File: src/rtl/lts_pkg.sv
// Shared types and constants for the LIS tail-table search block.
package lts_pkg;

  // Default tail-table depth
  localparam int MAX_LEN_DEF = 1024;

  // Fixed field widths of the stream beats
  localparam int VALUE_W   = 32;
  localparam int LEN_OUT_W = 11;
  localparam int SLOT_W    = 10;
  localparam int S_DATA_W  = 32;
  localparam int M_DATA_W  = 24;
  localparam int M_USER_W  = 2;

  typedef logic signed [VALUE_W-1:0] value_t;

  // One result beat as produced by the search controller
  typedef struct packed {
    logic [LEN_OUT_W-1:0] lis_length;
    logic [SLOT_W-1:0]    slot_written;
    logic                 appended;
    logic                 overflow;
  } result_t;

endpackage

File: src/rtl/lts_ctrl.sv
// Sequencer: length register, last-tail check and binary search over the tail RAM.
module lts_ctrl #(
  parameter int MAX_LEN = lts_pkg::MAX_LEN_DEF
) (
  input  logic                         clk,
  input  logic                         rst,
  // item in
  input  logic                         in_valid,
  output logic                         in_ready,
  input  lts_pkg::value_t              in_value,
  input  logic                         in_start_new,
  // result out
  output logic                         res_valid,
  input  logic                         res_ready,
  output lts_pkg::result_t             res,
  // tail RAM port
  output logic                         mem_wr_en,
  output logic                         mem_rd_en,
  output logic [$clog2(MAX_LEN)-1:0]   mem_addr,
  output lts_pkg::value_t              mem_wr_data,
  input  lts_pkg::value_t              mem_rd_data
);
  import lts_pkg::*;

  localparam int AW = $clog2(MAX_LEN);
  localparam int LW = $clog2(MAX_LEN + 1);

  typedef enum logic [3:0] {
    IDLE = 4'b0001,
    LAST = 4'b0010,
    SRCH = 4'b0100,
    DONE = 4'b1000
  } state_t;

  state_t          state, state_next;
  value_t          value;
  logic [LW-1:0]   len, len_next;
  logic [AW-1:0]   lo, lo_next;
  logic [AW-1:0]   hi, hi_next;
  logic [AW-1:0]   mid, mid_next;
  logic [AW-1:0]   slot, slot_next;
  logic            app, app_next;
  logic            ovf, ovf_next;

  logic            accept;
  logic [LW-1:0]   len_eff;
  logic [AW-1:0]   hi_init;
  logic [AW-1:0]   lo_step, hi_step;
  logic [AW:0]     mid_sum;

  assign in_ready  = (state == IDLE);
  assign accept    = in_valid && in_ready;
  assign res_valid = (state == DONE);
  assign len_eff   = in_start_new ? '0 : len;
  assign hi_init   = AW'(len - LW'(1));

  // one search step on the tail just read
  always_comb begin
    if (mem_rd_data < value) begin
      lo_step = mid + AW'(1);
      hi_step = hi;
    end else begin
      lo_step = lo;
      hi_step = mid;
    end
  end

  assign mid_sum = ({1'b0, lo_step} + {1'b0, hi_step}) >> 1;

  // next state, RAM control and result capture
  always_comb begin
    state_next  = state;
    len_next    = len;
    lo_next     = lo;
    hi_next     = hi;
    mid_next    = mid;
    slot_next   = slot;
    app_next    = app;
    ovf_next    = ovf;
    mem_wr_en   = 1'b0;
    mem_rd_en   = 1'b0;
    mem_addr    = '0;
    mem_wr_data = value;

    unique case (state)
      IDLE: begin
        if (accept) begin
          slot_next = '0;
          app_next  = 1'b0;
          ovf_next  = 1'b0;
          if (len_eff == '0) begin
            // empty table: first tail goes straight to slot 0
            mem_wr_en   = 1'b1;
            mem_wr_data = in_value;
            len_next    = LW'(1);
            app_next    = 1'b1;
            state_next  = DONE;
          end else begin
            // fetch the last tail
            mem_rd_en  = 1'b1;
            mem_addr   = AW'(len_eff - LW'(1));
            len_next   = len_eff;
            state_next = LAST;
          end
        end
      end

      LAST: begin
        if (value > mem_rd_data) begin
          if (len < LW'(MAX_LEN)) begin
            mem_wr_en = 1'b1;
            mem_addr  = AW'(len);
            slot_next = AW'(len);
            len_next  = len + LW'(1);
            app_next  = 1'b1;
          end else begin
            ovf_next = 1'b1;
          end
          state_next = DONE;
        end else if (hi_init != '0) begin
          // start search over [0, len-1]
          lo_next    = '0;
          hi_next    = hi_init;
          mid_next   = hi_init >> 1;
          mem_rd_en  = 1'b1;
          mem_addr   = hi_init >> 1;
          state_next = SRCH;
        end else begin
          mem_wr_en  = 1'b1;
          state_next = DONE;
        end
      end

      SRCH: begin
        lo_next = lo_step;
        hi_next = hi_step;
        if (lo_step < hi_step) begin
          mid_next  = mid_sum[AW-1:0];
          mem_rd_en = 1'b1;
          mem_addr  = mid_sum[AW-1:0];
        end else begin
          // converged: replace first tail not below the value
          mem_wr_en  = 1'b1;
          mem_addr   = lo_step;
          slot_next  = lo_step;
          state_next = DONE;
        end
      end

      DONE: begin
        if (res_ready) begin
          state_next = IDLE;
        end
      end

      default: begin
        state_next = IDLE;
      end
    endcase
  end

  // control registers
  always_ff @(posedge clk) begin
    if (rst) begin
      state <= IDLE;
      len   <= '0;
    end else begin
      state <= state_next;
      len   <= len_next;
    end
  end

  // datapath registers
  always_ff @(posedge clk) begin
    if (accept) begin
      value <= in_value;
    end
    lo   <= lo_next;
    hi   <= hi_next;
    mid  <= mid_next;
    slot <= slot_next;
    app  <= app_next;
    ovf  <= ovf_next;
  end

  // result beat, length and slot reported modulo their field widths
  assign res.lis_length   = LEN_OUT_W'(len);
  assign res.slot_written = SLOT_W'(slot);
  assign res.appended     = app;
  assign res.overflow     = ovf;

endmodule

File: config.mk
export PLATFORM = sky130hd
export DESIGN_NAME = lts_ctrl
export DESIGN_NICKNAME = d
export VERILOG_FILES = /design/src/rtl/lts_pkg.sv /design/src/rtl/lts_ctrl.sv
export SDC_FILE = /design/constraint.sdc
export NUM_CORES = 1
export LEC_CHECK = 0
export BUFFER_PORTS_ARGS = -buffer_cell sky130_fd_sc_hd__buf_2
export CORE_MARGIN = 2
export CORE_UTILIZATION = 30
export DETAILED_ROUTE_END_ITERATION = 10
export PLACE_DENSITY = 0.48
export SLEW_MARGIN = 40
export SYNTH_ARGS = -nofsm -noshare
export SYNTH_HDL_FRONTEND = slang
export SYNTH_SLANG_ARGS = --single-unit
File: constraint.sdc
create_clock -name clk -period 7.1 [get_ports clk]
set_input_delay 1.42 -clock clk [delete_from_list [all_inputs] [get_ports clk]]
set_output_delay 1.42 -clock clk [all_outputs]
set_load 0.02 [all_outputs]
==> metrics.cfg <==
[status]
status = finished with violations
violations = negative setup slack

[place]
place.gp.congestion = 0.8753
dp.cells = 1155
portBuffers = 137
dp_hpwl_mm = 15.32

[synth]
ys_seq_area_share_pct = 38.42
syn_area_per_cell_um2 = 9.392
synthFlopType = edfxtp_1
synth_edf_count = 74
synthArstFlopShare_pct = 0
synthCells = 699
syn_nets = 821
yosysWarnings = 0
syn-cell-area_mm2 = 0.006565
ys_ff_latch = 89
synth.distinct_cells = 73

[worst_setup_path]
r2r-start = value[27]$_DFFE_PP_
cp-start-kind = primary input
worstRegToRegCells = 26
crit_required_ns = 5.68
cp.arrival_ns = 5.70
end_kind = output pin
cp_slowest_stage_delay_ns = 0.46
worstReg2RegEnd = mid[8]$_DFFE_PP_
r2r_slack_ns = 1.97
crit_top_cell = buf_4
path_max_fanout = 4
critPathSlowestCell = a222oi_1
setup.worst_path.class = in2out

[sta]
fmax_mhz = 140.5
hold_viol = 0
finalClockSkew_ns = 0.01170
rsz0062_at_grt = yes
setup_viol = 1
setup_ws_ns = -0.01601
worst_slew_pin_slew_ns = 0.7317
fin_crit_sh_pct = 100.2
slew_headroom_pct = 50.89
period_needed_ns = 7.116
slew_violations = 0

[die]
fp.dieH_um = 151.9
dieArea_mm2 = 0.02308
core_area_mm2 = 0.02162
start_util_pct = 30.36
die_w_um = 151.9
rows = 54
pin_count = 138

[layout]
area_growth_pct = 35.47
nets = 1020
drive_gt1_share_pct = 37.98
fin_cells = 1183
num_antenna_cells = 0

[detailed_routing]
drt_wl_total_mm = 20.43
drtAntennaViolNets = 0
vias_per_cell = 5.035
wire_per_inst_um = 17.27
first_pass_iters = 6
drc = 0
vias = 5956
drt_iter0_drc = 312

[global_route]
grtUsageTotal_pct = 17.20
grt_pass1_wl_mm = 31.84
first_global_vias = 5775
gr-total-overflow = 0
grt_max_degree = 35
antenna_found_initial = 0

[clock_tree]
clk_latency_ns = 0.36
clkSinkCount = 89
cts_buffers = 9
cts_root_buf = clkbuf_16
cts.clk_slew.worst_paths_ns = 0.07
clockBufferDepth = 2
h-tree-depth = 3
cts_tree = yes

[pwr]
totalPowerFinal_uw = 2053
cellLeakagePower_uw = 0.003912
powerDensity_mw_per_mm2 = 230.9
vdd_drop_max_uv = 116.1

[min_path]
min_from = len[10]$_SDFFE_PP0P_
hold_end = len[10]$_SDFFE_PP0P_
hp-class = reg2reg
hold_path_depth = 2

[run]
drv_cap = 0

-- state kept, by name, summed over array words and instances (netlist names) --
| signal | cells |
|---|---|
| value | 32 |
| len | 11 |
| hi | 10 |
| lo | 10 |
| mid | 10 |
| slot | 10 |
| state | 4 |
| app | 1 |
| ovf | 1 |
-- synth_stat cells, drive strengths merged (5+ instances only) --
cell type | number | area (µm²)
and3 | 10 | 62.56
a31o | 5 | 43.79
a22oi | 5 | 37.54
a31oi | 7 | 80.07
nor2 | 55 | 209.0
edfxtp | 74 | 2222
ha | 53 | 663.1
mux2 | 33 | 375.3
nand4 | 11 | 83.83
nand2 | 50 | 187.7
dfxtp | 15 | 300.3
xor2 | 13 | 113.9
and2 | 14 | 88.84
a21oi | 60 | 304.0
mux2i | 13 | 130.1
buf | 7 | 45.03
o21ai | 43 | 215.2
clkbuf | 27 | 101.4
inv | 64 | 240.2
nand3b | 8 | 60.06
a211oi | 6 | 50.05
nand3 | 18 | 90.09
o31ai | 5 | 51.30
nor3 | 15 | 75.07
nor4 | 5 | 46.29
a21o | 13 | 97.59
xnor2 | 13 | 113.9
-- worst max-delay path: cells and delay by family --
family	cells	cell delay (ns)
fa+ha+maj	2	0.51
compound gates	9	1.84
buf+inv	6	0.76
simple gates	7	0.92
mux	1	0.22
-- cells by family (layout without fill, tap and decap cells) --
kind of cell	count (synthesis)	after routing	synth area share (%)
AND/OR/NAND/NOR	210	210	16.49
adder cells (fa/ha/maj)	53	53	10.10
XOR/XNOR	26	26	3.469
flip-flops	89	89	38.42
buffers and inverters	98	302	5.889
AO/OA/AOI/OAI	177	177	17.93
multiplexers	46	46	7.699
-- through the flow --
step / hold WS (ns) / worst slack [ns] / setup TNS, ns / util [%] / area, µm²
floorplan: 0.5981 / 0.007598 / 0 / - / 6573
global route: 0.6154 / -0.2259 / -1.194 / 41.13 / 8894
global placement: 0.5878 / -0.2295 / -0.9434 / 37.12 / 8025
detailed placement: 0.5865 / -0.2011 / -0.4392 / 37.13 / 8028
CTS: 0.5980 / -0.002055 / -0.002055 / 39.28 / 8493
finish: 0.6114 / -0.01601 / -0.01601 / 41.13 / 8894
-- metal layers --
| layer | part of all wire (%) | vias up | wire [µm] | global-route usage [%] |
|---|---|---|---|---|
| li1 | - | 2953 | - | - |
| met1 | 47 | 2816 | 9592 | 23.37 |
| met2 | 47 | 171 | 9607 | 28.44 |
| met3 | 4.9 | 16 | 999 | 3.337 |
| met4 | 1.2 | 0 | 235 | 3.827 |
| met5 | 0 | - | 0 | 0 |
-- layout by cell type, fill, tap and decap left out, types with 10 or more instances in the layout --
cell / synthesis / layout
nor2_1: 54 / 50
a21o_1: 13 / 12
nand4_1: 10 / 10
xor2_1: 13 / 13
buf_6: 1 / 17
o21ai_1: 18 / 16
buf_4: 2 / 82
buf_2: 3 / 123
edfxtp_1: 74 / 74
and2_1: 13 / 13
mux2_2: 31 / 31
a21oi_1: 59 / 57
ha_4: 0 / 10
dfxtp_1: 15 / 15
ha_1: 53 / 43
xnor2_1: 13 / 12
and3_1: 10 / 10
nand3_1: 18 / 17
inv_1: 64 / 60
o21ai_0: 25 / 23
nor3_1: 15 / 13
nand2_1: 50 / 48
-- where the power goes --
part | internal (µW) | switching [µW] | leakage, µW | total, µW
clock | 249 | 240 | 0.000147 | 489
combinational | 410 | 504 | 0.00293 | 914
sequential | 624 | 26.3 | 0.000831 | 650
-- area by class of cell --
cell class | count | area (µm²)
fillers | 2147 | 12730
multi-input cells | 512 | 4064
flip-flops and latches | 89 | 2522
repair buffers | 222 | 1423
well taps | 280 | 350.3
inverters | 64 | 242.7
clock buffers | 9 | 225.2
clock inverters | 7 | 66.31
-- what timing repair did --
action,in CTS,in global routing
gates resized for setup,19,74
hold buffers,0,0
pin swaps,15,27
endpoints found under the setup margin,9,12
endpoints found under the hold margin,0,0
buffers inserted,4,8
-- how the worst max path moves through the flow --
stage | from | to | slack, ns | depth (start not counted)
3_3_place_gp | mem_rd_data[1] | mem_addr[8] | -0.23 | 23
6_report | mem_rd_data[24] | mem_addr[8] | -0.02 | 25
4_1_cts | mem_rd_data[29] | mem_addr[8] | -0.002 | 24
3_5_place_dp | mem_rd_data[1] | mem_addr[8] | -0.20 | 23
5_1_grt | mem_rd_data[24] | mem_addr[8] | -0.23 | 24
2_1_floorplan | mem_rd_data[1] | mem_addr[4] | 0.008 | 18
Note: power is estimated with default switching activity, not from simulation.
